## src/sv/unix_seconds_to_calendar_defines.svh

```systemverilog
// Assertion macros shared by the calendar converter RTL.
`ifndef UNIX_SECONDS_TO_CALENDAR_DEFINES_SVH
`define UNIX_SECONDS_TO_CALENDAR_DEFINES_SVH

// Same-cycle implication, sampled on clk, quiet while in reset.
`define UCAL_ASSERT_IMPL(lbl, ante, cons, msg) \
    lbl: assert property (@(posedge clk) disable iff (!rst_n) (ante) |-> (cons)) \
        else $error(msg);

// Implication after a fixed number of cycles.
`define UCAL_ASSERT_DELAY(lbl, ante, n, cons, msg) \
    lbl: assert property (@(posedge clk) disable iff (!rst_n) (ante) |-> ##(n) (cons)) \
        else $error(msg);

`endif

```

## src/sv/ucal_pkg.sv

```systemverilog
// Types, constants and tables for the Unix time to calendar converter.
package ucal_pkg;

    // Working widths
    localparam int U_W    = 37;  // seconds since 0000-01-01 inside the valid span
    localparam int LO_W   = 7;   // 86400 = 2^7 * 675
    localparam int X_W    = 30;  // U_W - LO_W
    localparam int DAY_W  = 21;
    localparam int SOD_W  = 17;
    localparam int DOE_W  = 18;
    localparam int YOE_W  = 9;
    localparam int DOY_W  = 9;
    localparam int ERA_W  = 4;
    localparam int WQ_W   = 19;

    // Valid span: 0000-01-01 00:00:00 .. 4095-12-31 23:59:59
    localparam logic signed [63:0] SECS_MIN = -64'sd62167219200;
    localparam logic signed [63:0] SECS_MAX = 64'sd67090118399;

    // Reciprocal multipliers and shifts (exact over the operand widths used)
    localparam logic [30:0] MUL_675   = 31'd1628906116;  // x / 675, shift 40
    localparam int          SH_675    = 40;
    localparam logic [9:0]  DIV_675   = 10'd675;
    localparam logic [17:0] MUL_3600  = 18'd149131;      // shift 29
    localparam int          SH_3600   = 29;
    localparam logic [16:0] SECS_HOUR = 17'd3600;
    localparam logic [12:0] MUL_60    = 13'd4370;        // shift 18
    localparam int          SH_60     = 18;
    localparam logic [11:0] SECS_MIN_UNIT = 12'd60;
    localparam logic [21:0] MUL_ERA   = 22'd3762951;     // x / 146097, shift 39
    localparam int          SH_ERA    = 39;
    localparam logic [21:0] MUL_WEEK  = 22'd2396746;     // x / 7, shift 24
    localparam int          SH_WEEK   = 24;
    localparam logic [18:0] MUL_1460  = 19'd367720;      // shift 29
    localparam int          SH_1460   = 29;
    localparam logic [18:0] MUL_365   = 19'd367720;      // shift 27
    localparam int          SH_365    = 27;
    localparam logic [9:0]  MUL_100   = 10'd656;         // shift 16
    localparam int          SH_100    = 16;
    localparam logic [11:0] MUL_153   = 12'd3427;        // shift 19
    localparam int          SH_153    = 19;

    // Calendar constants
    localparam logic [DAY_W-1:0] Z_OFFSET  = 21'd146037;  // one era less 60 days
    localparam logic [DAY_W-1:0] WD_OFFSET = 21'd6;       // 0000-01-01 was a Saturday
    localparam logic [17:0]      DAYS_ERA  = 18'd146097;
    localparam logic [17:0]      DAYS_CENT = 18'd36524;
    localparam logic [17:0]      DAYS_YEAR = 18'd365;
    localparam logic [21:0]      WEEK_DAYS = 22'd7;
    localparam logic [12:0]      YEARS_ERA = 13'd400;

    // Pipeline depths
    localparam int SPLIT_LAT = 3;
    localparam int TOD_LAT   = 4;
    localparam int CIVIL_LAT = 10;
    localparam int TOD_PAD   = CIVIL_LAT - TOD_LAT;
    localparam int TOTAL_LAT = SPLIT_LAT + CIVIL_LAT + 1;

    typedef struct packed {
        logic valid;
        logic in_range;
    } ucal_ctl_t;

    typedef struct packed {
        logic [4:0] hour;
        logic [5:0] minute;
        logic [5:0] second;
    } ucal_tod_t;

    typedef struct packed {
        logic [2:0]  weekday;
        logic [4:0]  day_of_month;
        logic [3:0]  month;
        logic [11:0] year;
    } ucal_date_t;

    // First day of each March-based month within the year
    function automatic logic [DOY_W-1:0] month_start(input logic [3:0] mp);
        logic [DOY_W-1:0] s;
        case (mp)
            4'd0:    s = 9'd0;
            4'd1:    s = 9'd31;
            4'd2:    s = 9'd61;
            4'd3:    s = 9'd92;
            4'd4:    s = 9'd122;
            4'd5:    s = 9'd153;
            4'd6:    s = 9'd184;
            4'd7:    s = 9'd214;
            4'd8:    s = 9'd245;
            4'd9:    s = 9'd275;
            4'd10:   s = 9'd306;
            4'd11:   s = 9'd337;
            default: s = 9'd0;
        endcase
        return s;
    endfunction

endpackage

```

## src/sv/ucal_split.sv

```systemverilog
// Range check and split of signed seconds into day number and second of day.
module ucal_split #(
    parameter int TIME_WIDTH = 40
) (
    input  logic                          clk,
    input  logic                          rst_n,
    input  logic                          in_valid,
    input  logic [TIME_WIDTH-1:0]         epoch_secs,
    output ucal_pkg::ucal_ctl_t           ctl,
    output logic [ucal_pkg::DAY_W-1:0]    day,
    output logic [ucal_pkg::SOD_W-1:0]    sod
);

    localparam logic [TIME_WIDTH-1:0] SMIN = ucal_pkg::SECS_MIN[TIME_WIDTH-1:0];
    localparam logic [TIME_WIDTH-1:0] SMAX = ucal_pkg::SECS_MAX[TIME_WIDTH-1:0];
    localparam int PROD_W = ucal_pkg::X_W + 31;

    ucal_pkg::ucal_ctl_t ctl_next;
    ucal_pkg::ucal_ctl_t a_ctl_reg;
    ucal_pkg::ucal_ctl_t b_ctl_reg;
    ucal_pkg::ucal_ctl_t c_ctl_reg;

    logic [TIME_WIDTH-1:0]         diff;
    logic [ucal_pkg::U_W-1:0]      a_u_reg;
    logic [PROD_W-1:0]             day_prod;
    logic [ucal_pkg::DAY_W-1:0]    b_day_reg;
    logic [ucal_pkg::X_W-1:0]      b_x_reg;
    logic [ucal_pkg::LO_W-1:0]     b_lo_reg;
    logic [30:0]                   day_back;
    logic [ucal_pkg::X_W-1:0]      rem_full;
    logic [ucal_pkg::DAY_W-1:0]    c_day_reg;
    logic [ucal_pkg::SOD_W-1:0]    c_sod_reg;
    logic [ucal_pkg::SOD_W-1:0]    sod_next;

    // Input: range check, rebase to seconds since 0000-01-01
    always_comb
    begin
        ctl_next.valid    = in_valid;
        ctl_next.in_range = ($signed(epoch_secs) >= $signed(SMIN)) &&
                            ($signed(epoch_secs) <= $signed(SMAX));
        diff              = epoch_secs - SMIN;
    end

    // Stage B: day = (u >> 7) / 675 by reciprocal
    assign day_prod = PROD_W'(a_u_reg[ucal_pkg::U_W-1:ucal_pkg::LO_W]) *
                      PROD_W'(ucal_pkg::MUL_675);

    // Stage C: remainder rebuilt into second of day
    always_comb
    begin
        day_back = 31'(b_day_reg) * 31'(ucal_pkg::DIV_675);
        rem_full = b_x_reg - day_back[ucal_pkg::X_W-1:0];
        sod_next = {rem_full[9:0], b_lo_reg};
    end

    // Control travels with the word
    always_ff @(posedge clk or negedge rst_n)
    begin
        if (!rst_n)
        begin
            a_ctl_reg <= '0;
            b_ctl_reg <= '0;
            c_ctl_reg <= '0;
        end
        else
        begin
            a_ctl_reg <= ctl_next;
            b_ctl_reg <= a_ctl_reg;
            c_ctl_reg <= b_ctl_reg;
        end
    end

    // Data path registers
    always_ff @(posedge clk)
    begin
        a_u_reg   <= diff[ucal_pkg::U_W-1:0];
        b_day_reg <= day_prod[ucal_pkg::SH_675 +: ucal_pkg::DAY_W];
        b_x_reg   <= a_u_reg[ucal_pkg::U_W-1:ucal_pkg::LO_W];
        b_lo_reg  <= a_u_reg[ucal_pkg::LO_W-1:0];
        c_day_reg <= b_day_reg;
        c_sod_reg <= sod_next;
    end

    assign ctl = c_ctl_reg;
    assign day = c_day_reg;
    assign sod = c_sod_reg;

endmodule

```

## src/sv/ucal_tod.sv

```systemverilog
// Hour, minute and second from the second of the day.
module ucal_tod (
    input  logic                        clk,
    input  logic                        rst_n,
    input  logic                        in_valid,
    input  logic [ucal_pkg::SOD_W-1:0]  sod,
    output logic                        out_valid,
    output ucal_pkg::ucal_tod_t         tod
);

    typedef struct packed {
        logic [ucal_pkg::SOD_W-1:0] sod;
        logic [4:0]                 hour;
        logic [11:0]                rest;
        logic [5:0]                 minute;
        logic [5:0]                 second;
    } tod_st_t;

    localparam int NST = ucal_pkg::TOD_LAT;

    logic [NST-1:0] valid_reg;
    tod_st_t        st_reg  [NST];
    tod_st_t        st_next [NST];

    logic [34:0]    hour_prod;
    logic [16:0]    hour_back;
    logic [16:0]    rest_full;
    logic [24:0]    min_prod;
    logic [11:0]    min_back;
    logic [11:0]    sec_full;

    // T1: hour by reciprocal of 3600
    always_comb
    begin
        st_next[0]      = '0;
        st_next[0].sod  = sod;
        hour_prod       = 35'(sod) * 35'(ucal_pkg::MUL_3600);
        st_next[0].hour = hour_prod[ucal_pkg::SH_3600 +: 5];
    end

    // T2: seconds left in the hour
    always_comb
    begin
        st_next[1]      = st_reg[0];
        hour_back       = 17'(st_reg[0].hour) * ucal_pkg::SECS_HOUR;
        rest_full       = st_reg[0].sod - hour_back;
        st_next[1].rest = rest_full[11:0];
    end

    // T3: minute by reciprocal of 60
    always_comb
    begin
        st_next[2]        = st_reg[1];
        min_prod          = 25'(st_reg[1].rest) * 25'(ucal_pkg::MUL_60);
        st_next[2].minute = min_prod[ucal_pkg::SH_60 +: 6];
    end

    // T4: second
    always_comb
    begin
        st_next[3]        = st_reg[2];
        min_back          = 12'(st_reg[2].minute) * ucal_pkg::SECS_MIN_UNIT;
        sec_full          = st_reg[2].rest - min_back;
        st_next[3].second = sec_full[5:0];
    end

    always_ff @(posedge clk or negedge rst_n)
    begin
        if (!rst_n)
        begin
            valid_reg <= '0;
        end
        else
        begin
            valid_reg <= {valid_reg[NST-2:0], in_valid};
        end
    end

    always_ff @(posedge clk)
    begin
        for (int i = 0; i < NST; i++)
        begin
            st_reg[i] <= st_next[i];
        end
    end

    assign out_valid  = valid_reg[NST-1];
    assign tod.hour   = st_reg[NST-1].hour;
    assign tod.minute = st_reg[NST-1].minute;
    assign tod.second = st_reg[NST-1].second;

endmodule

```

## src/sv/ucal_civil.sv

```systemverilog
// Day number to weekday, year, month and day by 400-year eras.
module ucal_civil (
    input  logic                        clk,
    input  logic                        rst_n,
    input  ucal_pkg::ucal_ctl_t         ctl_in,
    input  logic [ucal_pkg::DAY_W-1:0]  day,
    output ucal_pkg::ucal_ctl_t         ctl_out,
    output ucal_pkg::ucal_date_t        date
);

    typedef struct packed {
        logic [ucal_pkg::DAY_W-1:0] z;
        logic [ucal_pkg::DAY_W-1:0] w;
        logic [ucal_pkg::ERA_W-1:0] era;
        logic [ucal_pkg::WQ_W-1:0]  wq;
        logic [ucal_pkg::DOE_W-1:0] doe;
        logic [2:0]                 wd;
        logic [6:0]                 q1460;
        logic [2:0]                 qcent;
        logic                       last_day;
        logic [ucal_pkg::DOE_W-1:0] t;
        logic [ucal_pkg::YOE_W-1:0] yoe;
        logic [17:0]                yoe_days;
        logic [1:0]                 q100;
        logic [ucal_pkg::DOY_W-1:0] doy;
        logic [3:0]                 mp;
    } civ_st_t;

    localparam int NST = ucal_pkg::CIVIL_LAT - 1;

    ucal_pkg::ucal_ctl_t ctl_reg [ucal_pkg::CIVIL_LAT];
    civ_st_t             st_reg  [NST];
    civ_st_t             st_next [NST];
    ucal_pkg::ucal_date_t date_reg;
    ucal_pkg::ucal_date_t date_next;

    logic [42:0] era_prod;
    logic [42:0] wq_prod;
    logic [21:0] era_back;
    logic [21:0] doe_full;
    logic [21:0] wd_full;
    logic [36:0] q1460_prod;
    logic [36:0] yoe_prod;
    logic [18:0] q100_prod;
    logic [17:0] yoe_sub;
    logic [17:0] doy_full;
    logic [10:0] mp_arg;
    logic [22:0] mp_prod;
    logic [ucal_pkg::DOY_W-1:0] dom_full;
    logic [3:0]  mon;
    logic [12:0] year_full;

    // C1: shift day number into the era frame and the week frame
    always_comb
    begin
        st_next[0]   = '0;
        st_next[0].z = day + ucal_pkg::Z_OFFSET;
        st_next[0].w = day + ucal_pkg::WD_OFFSET;
    end

    // C2: era and week count by reciprocal
    always_comb
    begin
        st_next[1]     = st_reg[0];
        era_prod       = 43'(st_reg[0].z) * 43'(ucal_pkg::MUL_ERA);
        wq_prod        = 43'(st_reg[0].w) * 43'(ucal_pkg::MUL_WEEK);
        st_next[1].era = era_prod[ucal_pkg::SH_ERA +: ucal_pkg::ERA_W];
        st_next[1].wq  = wq_prod[ucal_pkg::SH_WEEK +: ucal_pkg::WQ_W];
    end

    // C3: day of era and weekday
    always_comb
    begin
        st_next[2]     = st_reg[1];
        era_back       = 22'(st_reg[1].era) * 22'(ucal_pkg::DAYS_ERA);
        doe_full       = 22'(st_reg[1].z) - era_back;
        wd_full        = 22'(st_reg[1].w) - 22'(st_reg[1].wq) * ucal_pkg::WEEK_DAYS;
        st_next[2].doe = doe_full[ucal_pkg::DOE_W-1:0];
        st_next[2].wd  = wd_full[2:0];
    end

    // C4: leap corrections: doe/1460, doe/36524, doe/146096
    always_comb
    begin
        st_next[3]          = st_reg[2];
        q1460_prod          = 37'(st_reg[2].doe) * 37'(ucal_pkg::MUL_1460);
        st_next[3].q1460    = q1460_prod[ucal_pkg::SH_1460 +: 7];
        st_next[3].qcent    = 3'(st_reg[2].doe >= ucal_pkg::DAYS_CENT)
                            + 3'(st_reg[2].doe >= 18'(ucal_pkg::DAYS_CENT * 2))
                            + 3'(st_reg[2].doe >= 18'(ucal_pkg::DAYS_CENT * 3))
                            + 3'(st_reg[2].doe >= 18'(ucal_pkg::DAYS_ERA - 1));
        st_next[3].last_day = (st_reg[2].doe == 18'(ucal_pkg::DAYS_ERA - 1));
    end

    // C5: day count with leap days taken out
    always_comb
    begin
        st_next[4]   = st_reg[3];
        st_next[4].t = st_reg[3].doe - 18'(st_reg[3].q1460) + 18'(st_reg[3].qcent)
                     - 18'(st_reg[3].last_day);
    end

    // C6: year of era
    always_comb
    begin
        st_next[5]     = st_reg[4];
        yoe_prod       = 37'(st_reg[4].t) * 37'(ucal_pkg::MUL_365);
        st_next[5].yoe = yoe_prod[ucal_pkg::SH_365 +: ucal_pkg::YOE_W];
    end

    // C7: days in whole years, century correction
    always_comb
    begin
        st_next[6]          = st_reg[5];
        st_next[6].yoe_days = 18'(st_reg[5].yoe) * ucal_pkg::DAYS_YEAR;
        q100_prod           = 19'(st_reg[5].yoe) * 19'(ucal_pkg::MUL_100);
        st_next[6].q100     = q100_prod[ucal_pkg::SH_100 +: 2];
    end

    // C8: day of March-based year
    always_comb
    begin
        st_next[7]     = st_reg[6];
        yoe_sub        = st_reg[6].yoe_days + 18'(st_reg[6].yoe >> 2) - 18'(st_reg[6].q100);
        doy_full       = st_reg[6].doe - yoe_sub;
        st_next[7].doy = doy_full[ucal_pkg::DOY_W-1:0];
    end

    // C9: March-based month index (5*doy + 2) / 153
    always_comb
    begin
        st_next[8]    = st_reg[7];
        mp_arg        = 11'({st_reg[7].doy, 2'b00}) + 11'(st_reg[7].doy) + 11'd2;
        mp_prod       = 23'(mp_arg) * 23'(ucal_pkg::MUL_153);
        st_next[8].mp = mp_prod[ucal_pkg::SH_153 +: 4];
    end

    // C10: calendar fields
    always_comb
    begin
        dom_full = st_reg[8].doy - ucal_pkg::month_start(st_reg[8].mp) + 9'd1;
        if (st_reg[8].mp < 4'd10)
        begin
            mon = st_reg[8].mp + 4'd3;
        end
        else
        begin
            mon = st_reg[8].mp - 4'd9;
        end
        year_full = 13'(st_reg[8].era) * ucal_pkg::YEARS_ERA - ucal_pkg::YEARS_ERA
                  + 13'(st_reg[8].yoe) + 13'(mon <= 4'd2);
        date_next.weekday      = st_reg[8].wd;
        date_next.day_of_month = dom_full[4:0];
        date_next.month        = mon;
        date_next.year         = year_full[11:0];
    end

    // Control travels with the word
    always_ff @(posedge clk or negedge rst_n)
    begin
        if (!rst_n)
        begin
            for (int i = 0; i < ucal_pkg::CIVIL_LAT; i++)
            begin
                ctl_reg[i] <= '0;
            end
        end
        else
        begin
            ctl_reg[0] <= ctl_in;
            for (int i = 1; i < ucal_pkg::CIVIL_LAT; i++)
            begin
                ctl_reg[i] <= ctl_reg[i-1];
            end
        end
    end

    always_ff @(posedge clk)
    begin
        for (int i = 0; i < NST; i++)
        begin
            st_reg[i] <= st_next[i];
        end
        date_reg <= date_next;
    end

    assign ctl_out = ctl_reg[ucal_pkg::CIVIL_LAT-1];
    assign date    = date_reg;

endmodule

```

## src/sv/unix_seconds_to_calendar.sv

```systemverilog
// Throughput: one word per cycle; busy is low once its register has been clocked out of reset.
// Depth: three split stages, ten date stages and the output register.
// Reset clears every valid bit except valid_res and holds busy high; nothing else needs clearing.
// Results are strobed by done for one cycle; the receiver cannot stall.
`include "unix_seconds_to_calendar_defines.svh"

module unix_seconds_to_calendar #(
    parameter int TIME_WIDTH = 40
) (
    input  logic                  clk,
    input  logic                  rst_n,
    input  logic                  start,
    output logic                  busy,
    input  logic [TIME_WIDTH-1:0] epoch_secs,
    output logic                  done,
    output logic                  valid_res,
    output logic [5:0]            second,
    output logic [5:0]            minute,
    output logic [4:0]            hour,
    output logic [2:0]            weekday,
    output logic [4:0]            day_of_month,
    output logic [3:0]            month,
    output logic [11:0]           year
);

    localparam int PAD = ucal_pkg::TOD_PAD;

    logic                         busy_reg;
    logic                         in_valid;
    ucal_pkg::ucal_ctl_t          split_ctl;
    logic [ucal_pkg::DAY_W-1:0]   split_day;
    logic [ucal_pkg::SOD_W-1:0]   split_sod;
    logic                         tod_valid;
    ucal_pkg::ucal_tod_t          tod;
    ucal_pkg::ucal_ctl_t          civ_ctl;
    ucal_pkg::ucal_date_t         civ_date;
    logic [PAD-1:0]               pad_valid_reg;
    ucal_pkg::ucal_tod_t          pad_tod_reg [PAD];

    logic                         done_reg;
    logic                         valid_res_reg;
    ucal_pkg::ucal_tod_t          tod_out_reg;
    ucal_pkg::ucal_tod_t          tod_out_next;
    ucal_pkg::ucal_date_t         date_out_reg;
    ucal_pkg::ucal_date_t         date_out_next;

    logic                         fields_zero;
    logic                         fields_legal;

    assign in_valid = start && !busy_reg;

    ucal_split #(
        .TIME_WIDTH (TIME_WIDTH)
    ) u_split (
        .clk          (clk),
        .rst_n        (rst_n),
        .in_valid     (in_valid),
        .epoch_secs   (epoch_secs),
        .ctl          (split_ctl),
        .day          (split_day),
        .sod          (split_sod)
    );

    ucal_tod u_tod (
        .clk       (clk),
        .rst_n     (rst_n),
        .in_valid  (split_ctl.valid),
        .sod       (split_sod),
        .out_valid (tod_valid),
        .tod       (tod)
    );

    ucal_civil u_civil (
        .clk     (clk),
        .rst_n   (rst_n),
        .ctl_in  (split_ctl),
        .day     (split_day),
        .ctl_out (civ_ctl),
        .date    (civ_date)
    );

    // Busy only while in reset
    always_ff @(posedge clk or negedge rst_n)
    begin
        if (!rst_n)
        begin
            busy_reg <= 1'b1;
        end
        else
        begin
            busy_reg <= 1'b0;
        end
    end

    // Delay time of day to line up with the date path
    always_ff @(posedge clk or negedge rst_n)
    begin
        if (!rst_n)
        begin
            pad_valid_reg <= '0;
        end
        else
        begin
            pad_valid_reg <= {pad_valid_reg[PAD-2:0], tod_valid};
        end
    end

    always_ff @(posedge clk)
    begin
        pad_tod_reg[0] <= tod;
        for (int i = 1; i < PAD; i++)
        begin
            pad_tod_reg[i] <= pad_tod_reg[i-1];
        end
    end

    // Output word: zero everything outside years 0..4095
    always_comb
    begin
        if (civ_ctl.in_range)
        begin
            tod_out_next  = pad_tod_reg[PAD-1];
            date_out_next = civ_date;
        end
        else
        begin
            tod_out_next  = '0;
            date_out_next = '0;
        end
    end

    always_ff @(posedge clk or negedge rst_n)
    begin
        if (!rst_n)
        begin
            done_reg <= 1'b0;
        end
        else
        begin
            done_reg <= civ_ctl.valid;
        end
    end

    always_ff @(posedge clk)
    begin
        valid_res_reg <= civ_ctl.in_range;
        tod_out_reg   <= tod_out_next;
        date_out_reg  <= date_out_next;
    end

    assign busy         = busy_reg;
    assign done         = done_reg;
    assign valid_res    = valid_res_reg;
    assign second       = tod_out_reg.second;
    assign minute       = tod_out_reg.minute;
    assign hour         = tod_out_reg.hour;
    assign weekday      = date_out_reg.weekday;
    assign day_of_month = date_out_reg.day_of_month;
    assign month        = date_out_reg.month;
    assign year         = date_out_reg.year;

    // Field checks on the result word
    assign fields_zero  = (year == 12'd0) && (month == 4'd0) && (day_of_month == 5'd0) &&
                          (weekday == 3'd0) && (hour == 5'd0) && (minute == 6'd0) &&
                          (second == 6'd0);
    assign fields_legal = (month >= 4'd1) && (month <= 4'd12) && (day_of_month >= 5'd1) &&
                          (weekday <= 3'd6) && (hour <= 5'd23) && (minute <= 6'd59) &&
                          (second <= 6'd59);

    // Checks
    `UCAL_ASSERT_DELAY(a_word_latency, in_valid, ucal_pkg::TOTAL_LAT, done, "accepted word lost")
    `UCAL_ASSERT_IMPL(a_no_spurious, done, $past(in_valid, ucal_pkg::TOTAL_LAT), "stray result")
    `UCAL_ASSERT_IMPL(a_paths_aligned, civ_ctl.valid, pad_valid_reg[PAD-1], "paths out of step")
    `UCAL_ASSERT_IMPL(a_invalid_zero, done && !valid_res, fields_zero, "invalid result not zeroed")
    `UCAL_ASSERT_IMPL(a_fields_legal, done && valid_res, fields_legal, "field out of range")

endmodule
```

## config.mk

```make
export PLATFORM = sky130hd
export DESIGN_NAME = unix_seconds_to_calendar
export DESIGN_NICKNAME = d
export VERILOG_FILES = /design/src/sv/ucal_pkg.sv /design/src/sv/ucal_split.sv /design/src/sv/ucal_tod.sv /design/src/sv/ucal_civil.sv /design/src/sv/unix_seconds_to_calendar.sv
export VERILOG_INCLUDE_DIRS = /design/src /design/src/sv
export SDC_FILE = /design/constraint.sdc
export NUM_CORES = 2
export LEC_CHECK = 0
export BUFFER_PORTS_ARGS = -buffer_cell sky130_fd_sc_hd__buf_2
export CELL_PAD_IN_SITES_DETAIL_PLACEMENT = 1
export CELL_PAD_IN_SITES_GLOBAL_PLACEMENT = 1
export CORE_UTILIZATION = 38
export CTS_BUF_LIST = sky130_fd_sc_hd__clkbuf_16
export DETAILED_ROUTE_END_ITERATION = 12
export PLACE_DENSITY_LB_ADDON = 0.1
export SYNTH_ARGS = -nofsm -noshare
export SYNTH_HDL_FRONTEND = slang
export SYNTH_SLANG_ARGS = --single-unit
```

## constraint.sdc

```tcl
create_clock -name clk -period 8.3 [get_ports clk]
set_clock_uncertainty 0.05 [all_clocks]
set_input_delay 0.415 -clock clk [delete_from_list [all_inputs] [get_ports clk]]
set_output_delay 0.415 -clock clk [all_outputs]
set_load 0.005 [all_outputs]
```

After elaboration in Yosys (flattened, before gate mapping):

Memories as Yosys holds them, arrays and structs flattened. A register that Yosys moved wholly into a read port is not among the register bits.
Cells that the tools add are included.

* add/subtract/negate cells: 26
* multipliers: 16
* $lt $le $gt $ge: 8
* eq/ne operators: 1
* multiplexer cells: 1
* reduce and logical (&&, ||, !) cells: 4

Operators by type and width (number)
* multiplier 18 x 16 -> 33 bit (second input constant): 2
* multiplier 30 x 29 -> 59 bit (second input constant): 1
* multiplier 21 x 22 -> 43 bit (second input constant): 1
* multiplier 21 x 21 -> 42 bit (second input constant): 1
* greater-or-equal comparator 40 x 37 -> 1 bit (second input constant): 1
* less-or-equal comparator 40 x 37 -> 1 bit (second input constant): 1
* subtractor 37 bit (second input constant): 1
* greater-or-equal comparator 18 x 17 -> 1 bit (second input constant): 2
* multiplier 17 x 18 -> 34 bit (second input constant): 1
* multiplier 11 x 12 -> 23 bit (second input constant): 1
* multiplier 12 x 12 -> 23 bit (second input constant): 1
* adder 21 x 18 -> 21 bit (second input constant): 1
* adder 21 x 3 -> 21 bit (second input constant): 1
* multiplier 21 x 10 -> 10 bit (second input constant): 1
* multiplier 19 x 3 -> 3 bit (second input constant): 1
* adder 18 x 3 -> 18 bit: 1
* equality test 18 bit (second input constant): 1
* greater-or-equal comparator 18 x 16 -> 1 bit (second input constant): 1
* greater-or-equal comparator 18 bit (second input constant): 1
* multiplier 4 x 18 -> 18 bit (second input constant): 1
* multiplier 9 x 9 -> 18 bit (second input constant): 1
* subtractor 18 x 1 -> 18 bit: 1
* subtractor 18 bit: 1
* subtractor 18 x 7 -> 18 bit: 1
* other kinds (27): 30

* register bits after elaboration: 190
* memory bits (writable): 1699
* ROM bits: 144
* bits of input ports: 43
* output and inout port bits: 44
* logic and storage cells: 103
* memories: 4

Memory list
* u_civil.st_reg: depth 9, bits a word 157, rd ports 9, clocked after memory_dff 0, wr ports 9, RTL line ucal_civil.sv:32 `civ_st_t st_reg [NST];`
* u_tod.st_reg: depth 4, bits a word 46, rd ports 4, clocked after memory_dff 0, wr ports 4, RTL line ucal_tod.sv:22 `tod_st_t st_reg [NST];`
* (no name shown): depth 16, bits a word 9, rd ports 1, clocked after memory_dff 0, wr ports 0, RTL line ucal_pkg.sv:80 `case (mp)`
* pad_tod_reg: depth 6, bits a word 17, rd ports 6, clocked after memory_dff 1, wr ports 6, RTL line unix_seconds_to_calendar.sv:38 `ucal_pkg::ucal_tod_t pad_tod_reg [PAD];`

Depth between registers and ports, before layout:

An unclocked memory read counts as a cell.

* depth after elaboration: 5
* gate-level depth with buffers: 27
* depth with buffers taken out: 27

Modules after synthesis:

Synthesis repeated with hierarchy kept, for this count alone.

* cells, all modules: 5828
* area, all modules: 62971.6 um2

By module, submodules not included
* ucal_civil: instances 1, cells an instance 3376, area each 36047.1 um2, sequential area each 6466.2 um2
* ucal_split: instances 1, cells an instance 1533, area each 16065.4 um2, sequential area each 2412.3 um2
* ucal_tod: instances 1, cells an instance 726, area each 7587.3 um2, sequential area each 1461.4 um2
* unix_seconds_to_calendar: instances 1, cells an instance 193, area each 3271.9 um2, sequential area each 2934.1 um2

Worst setup path before layout:

Ideal clock, no wire load.

* path kind: reg2reg
* start: register u_split.a_u_reg[14] (netlist name)
* end: register u_split.b_day_reg[19] (netlist name)
* library setup time: 0.072 ns
* arrival: 6.544 ns
* data required time: 8.178 ns
* slack: 1.634 ns
* stages on the path, launching flop included: 24
* path buffers: 0
* period minus slack after synthesis: 6.666 ns
* cells stage by stage: dfxtp_1 fa_1 ha_1 inv_1 fa_1 fa_1 inv_1 fa_1 fa_1 fa_1 inv_1 fa_1 inv_1 ha_1 a21oi_1 o21ai_0 a2111oi_0 a31oi_1 o21a_1 a31oi_2 a211oi_2 o31a_1 a21oi_1 xnor2_1

* word-level cells in the longest chain between the ends: 1

RTL lines
* start, declared: RTL line ucal_split.sv:24 `logic [ucal_pkg::U_W-1:0] a_u_reg;`
* start signal, assigned: RTL line ucal_split.sv:76 `a_u_reg <= diff[ucal_pkg::U_W-1:0];`
* multiplier 30 x 29 -> 59 bit: RTL line ucal_split.sv:45 `assign day_prod = PROD_W'(a_u_reg[ucal_pkg::U_W-1:ucal_pkg::LO_W]) *`
* named net u_split.day_prod[59]: RTL line ucal_split.sv:25 `logic [PROD_W-1:0] day_prod;`
* end signal, assigned: RTL line ucal_split.sv:77 `b_day_reg <= day_prod[ucal_pkg::SH_675 +: ucal_pkg::DAY_W];`
* end, declared: RTL line ucal_split.sv:26 `logic [ucal_pkg::DAY_W-1:0] b_day_reg;`

The timed path passes the listed nets, and every way through them passes these cells.
A chain may end at the register's enable or synchronous reset.

Worst setup path after layout:

Ends and elaborated chain as after synthesis.

==> metrics list <==
- Outcome: complete, no violations
- Largest fanout on the critical path: 8
- The die covers between 150,000 and 200,000 µm².
* Unique masters post-synth: 67
- The synthesized design contains 0 enable-type register cells.
* Proportion of synthesized flip-flops having asynchronous set or reset: 0.0430
- Final setup violating endpoints: 0
* Relative slew margins: 0.323
* HPWL after detailed placement: approximately 120 mm
- The path class of the tightest hold or removal check is in2reg.
- For this design the top-level I/O count stands at 87.
- Maximum buffer depth of the clock tree: 3
- The number of nets handed over by synthesis was 7,914.
- DRC violation count after routing: 0
- Per-instance average area after synthesis: 11.0 µm²
- Peak clock frequency supported by timing: 134 MHz
- Total negative slack: 0 ns
* Combined flip-flop and latch cell area: 13,200 µm²
- Vias in the first global route: 42,300
* First-pass iteration count of the detailed router: 4
- For this block, the initial DRC count from the detailed router was approximately 790.
- After detailed routing, the average wire length per cell comes to ~17 µm.
- By area the synthesized netlist is led by ha_1 (31%), fa_1 (27%), dfxtp_1 (20%).
- DP Area: 64,600 µm²
* Number of cells on the worst hold path: 3
- After clock tree synthesis, the clock-pin slew on the worst setup and hold paths is about 0.060 ns.
- The congestion estimate from routability-driven global placement came to between 0.8 and 0.9.
- Die width: 403 µm
- Row Count: 146
- The share of the Yosys chip area taken by registers is 0.215.
- The number of hold violations in the final report was 0.
- Endpoint arrival time on the critical path: around 8.0 ns
- The total count of max-transition violations in the final report is 0.
- TritonCTS buffer count: 76
- Data required time at the worst endpoint: 8.82 ns
- Final #Nets: slightly above 8,000
- Clock latency at the later pin of the worst-skew pair: 0.67 ns
- The worst setup path is launched from a flip-flop.
- Element type at the critical path end: flip-flop
* Vias post-DR: 36,800
- Multi-input logic area: 42,600 µm²
- The first global-routing pass estimated about 230 mm of wire.
- Measured along the y axis, the die boundary spans 403 µm.
* TritonCTS clock tree: yes
- Number of antenna violations at the first check in global routing: 3
- Transition time at the pin with the least slew margin: roughly 1.0 ns
- During synthesis, Yosys emitted a total of 0 warnings.
* Post-synthesis to final-layout area growth: 10.6%
- The critical path is of the reg2reg type.
- The clock drives 651 sinks.
* FF+latch count, synth: 651
- Cell taking the most area after synthesis: ha_1
- Dividing the detail-routed via count by the number of cells gives ~4.6.
- GR Util All Layers: 0.179
* Fraction of synthesized cell area taken by the top area cell type: 0.308
* Smallest hold slack: 0.0809 ns
* Top flip-flop cell by instance count after synthesis: dfxtp_1
- The cell area that synthesis handed to floorplanning was between 60,000 and 70,000 µm².
- Of the cells placed in the final design, the portion with a size suffix greater than 1 is 0.0466.
* Setup repair after global routing missed its margin: no
* Most common library cell in the layout ignoring fill and taps: ha_1
* Number of cells traversed by the worst register-to-register path: 23
* Total grt overflow: 0
- Final Cycle Share: 0.898
* Post-synthesis instance total: 5,544
- The count of nets left with antenna violations once routing finished came out at 0.
* Core outline area: 159,000 µm²
- After filler insertion, the fill cell instance count of the layout stands at about 17,000.
- Most frequent cells in the layout: ha_1 (1,507), inv_1 (1,432), fa_1 (820), dfxtp_1 (623), xnor2_1 (193)
- The finished cells cover 67,600 µm².
* Max_cap viols: 0
- In this run the number of H-tree levels came out at 3.
- Maximum number of pins on one net before global-route repair: 29
* Number of flip-flops in the largest register: 274
- Total detailed-routing wirelength: between 100 and 150 mm
- Port Buf Inserts: 86
- For this configuration, the core starts out at a cell density of 0.384.
- Library cell used as clock root buffer: clkbuf_16
- The number of gates resized after CTS was 0.
- Minimum period implied by the final worst setup slack: between 7 and 8 ns
[through the flow]
| step | util | setup WS, ns | instances |
|---|---|---|---|
| global route | 0.425 | 0.459 | 7989 |
| floorplan | - | 1.63 | 5544 |
| detailed placement | 0.406 | 0.845 | 7807 |
| finish | 0.425 | 0.849 | 7991 |
| global placement | 0.406 | 0.908 | 7807 |
| CTS | 0.425 | 0.774 | 7989 |
[synth_stat cells (all sizes together) (3+ instances only)]
cell type and count:
nor2 96, o22a 3, and3 19, xnor2 193, o211ai 8, clkbuf 13
and2 50, a41o 5, a211oi 13, or2 9, inv 1421, o21a 25
ha 1507, a21boi 10, o21bai 19, nand3 35, a31o 4, fa 820
xor2 77, o21ai 98, a31oi 9, a21oi 130, dfxtp 623, nand2 76
dfrtp 27, nand4b 3, a21o 74, or3 5, o31ai 5, nor2b 28
o31a 4, nand2b 25, nor4 11, nor3 34, nand4 26, a2111oi 5
[cell families (layout without fill, tap and decap cells)]
kind of cell               count (synthesis)  after routing  share of synthesized area
AOI/OAI and AO/OA                        433            433                     0.0452
xor gates and xnor gates                 270            270                     0.0387
adders and majority gates               2327           2327                      0.577
buffers and inverters                   1435           1734                     0.0881
DFF                                      651            651                      0.215
muxes                                      2              2                   0.000327
other                                      1              3                  0.0000613
and+or+nand+nor                          425            425                     0.0354
[layout make-up]
class	count	share of cell area
antenna	2	0.0000740
clock buffer	80	0.0296
clock inverter	58	0.00956
inverter	1421	0.0788
multi-input combinational	3458	0.630
sequential	651	0.195
tap	2146	0.0397
timing repair buffer	175	0.0179
[worst paths after layout]
path	end	from	slack, ns
max	u_split.b_day_reg[19]	u_split.a_u_reg[14]	0.85
min	u_split.a_u_reg[13]	epoch_secs[11]	0.08
max reg2reg	u_split.b_day_reg[19]	u_split.a_u_reg[14]	0.85
min reg2reg	u_split.day[15]	u_split.b_day_reg[15]	0.24
max in group asynchronous	u_civil.ctl_reg[2]	rst_n	7.48
min in group asynchronous	u_split.b_ctl_reg[1]	rst_n	0.29
[critical path, stage by stage (launching register included)]
cell and delay (ns):
dfxtp_1 0.50, fa_1 0.50, ha_1 0.28, inv_1 0.05
fa_1 0.50, fa_1 0.51, inv_1 0.05, fa_1 0.47
fa_1 0.52, fa_1 0.54, inv_1 0.05, fa_1 0.49
inv_1 0.04, ha_1 0.34, a21oi_1 0.18, o21ai_0 0.12
a2111oi_0 0.48, a31oi_1 0.19, o21a_1 0.26, a31oi_2 0.36
a211oi_2 0.16, o31a_1 0.36, a21oi_1 0.19, xnor2_1 0.14
[metal layers]
metal  vias up  track usage  part of all wire
met5         -            0          0.000094
met4         2       0.0438             0.024
met3       154       0.0210             0.023
met2       279        0.307              0.48
met1     18400        0.240              0.47
li1      18000            -                 -
[timing repair]
action / CTS / global route
hold endpoints to repair: 63 / 0
setup endpoints to repair: 0 / 0
setup buffers: 0 / 0
hold buffers: 44 / 0
Power is left out: the tool's default activity adds up to more than one toggle a clock period on the data nets, which glitch-free logic cannot reach.
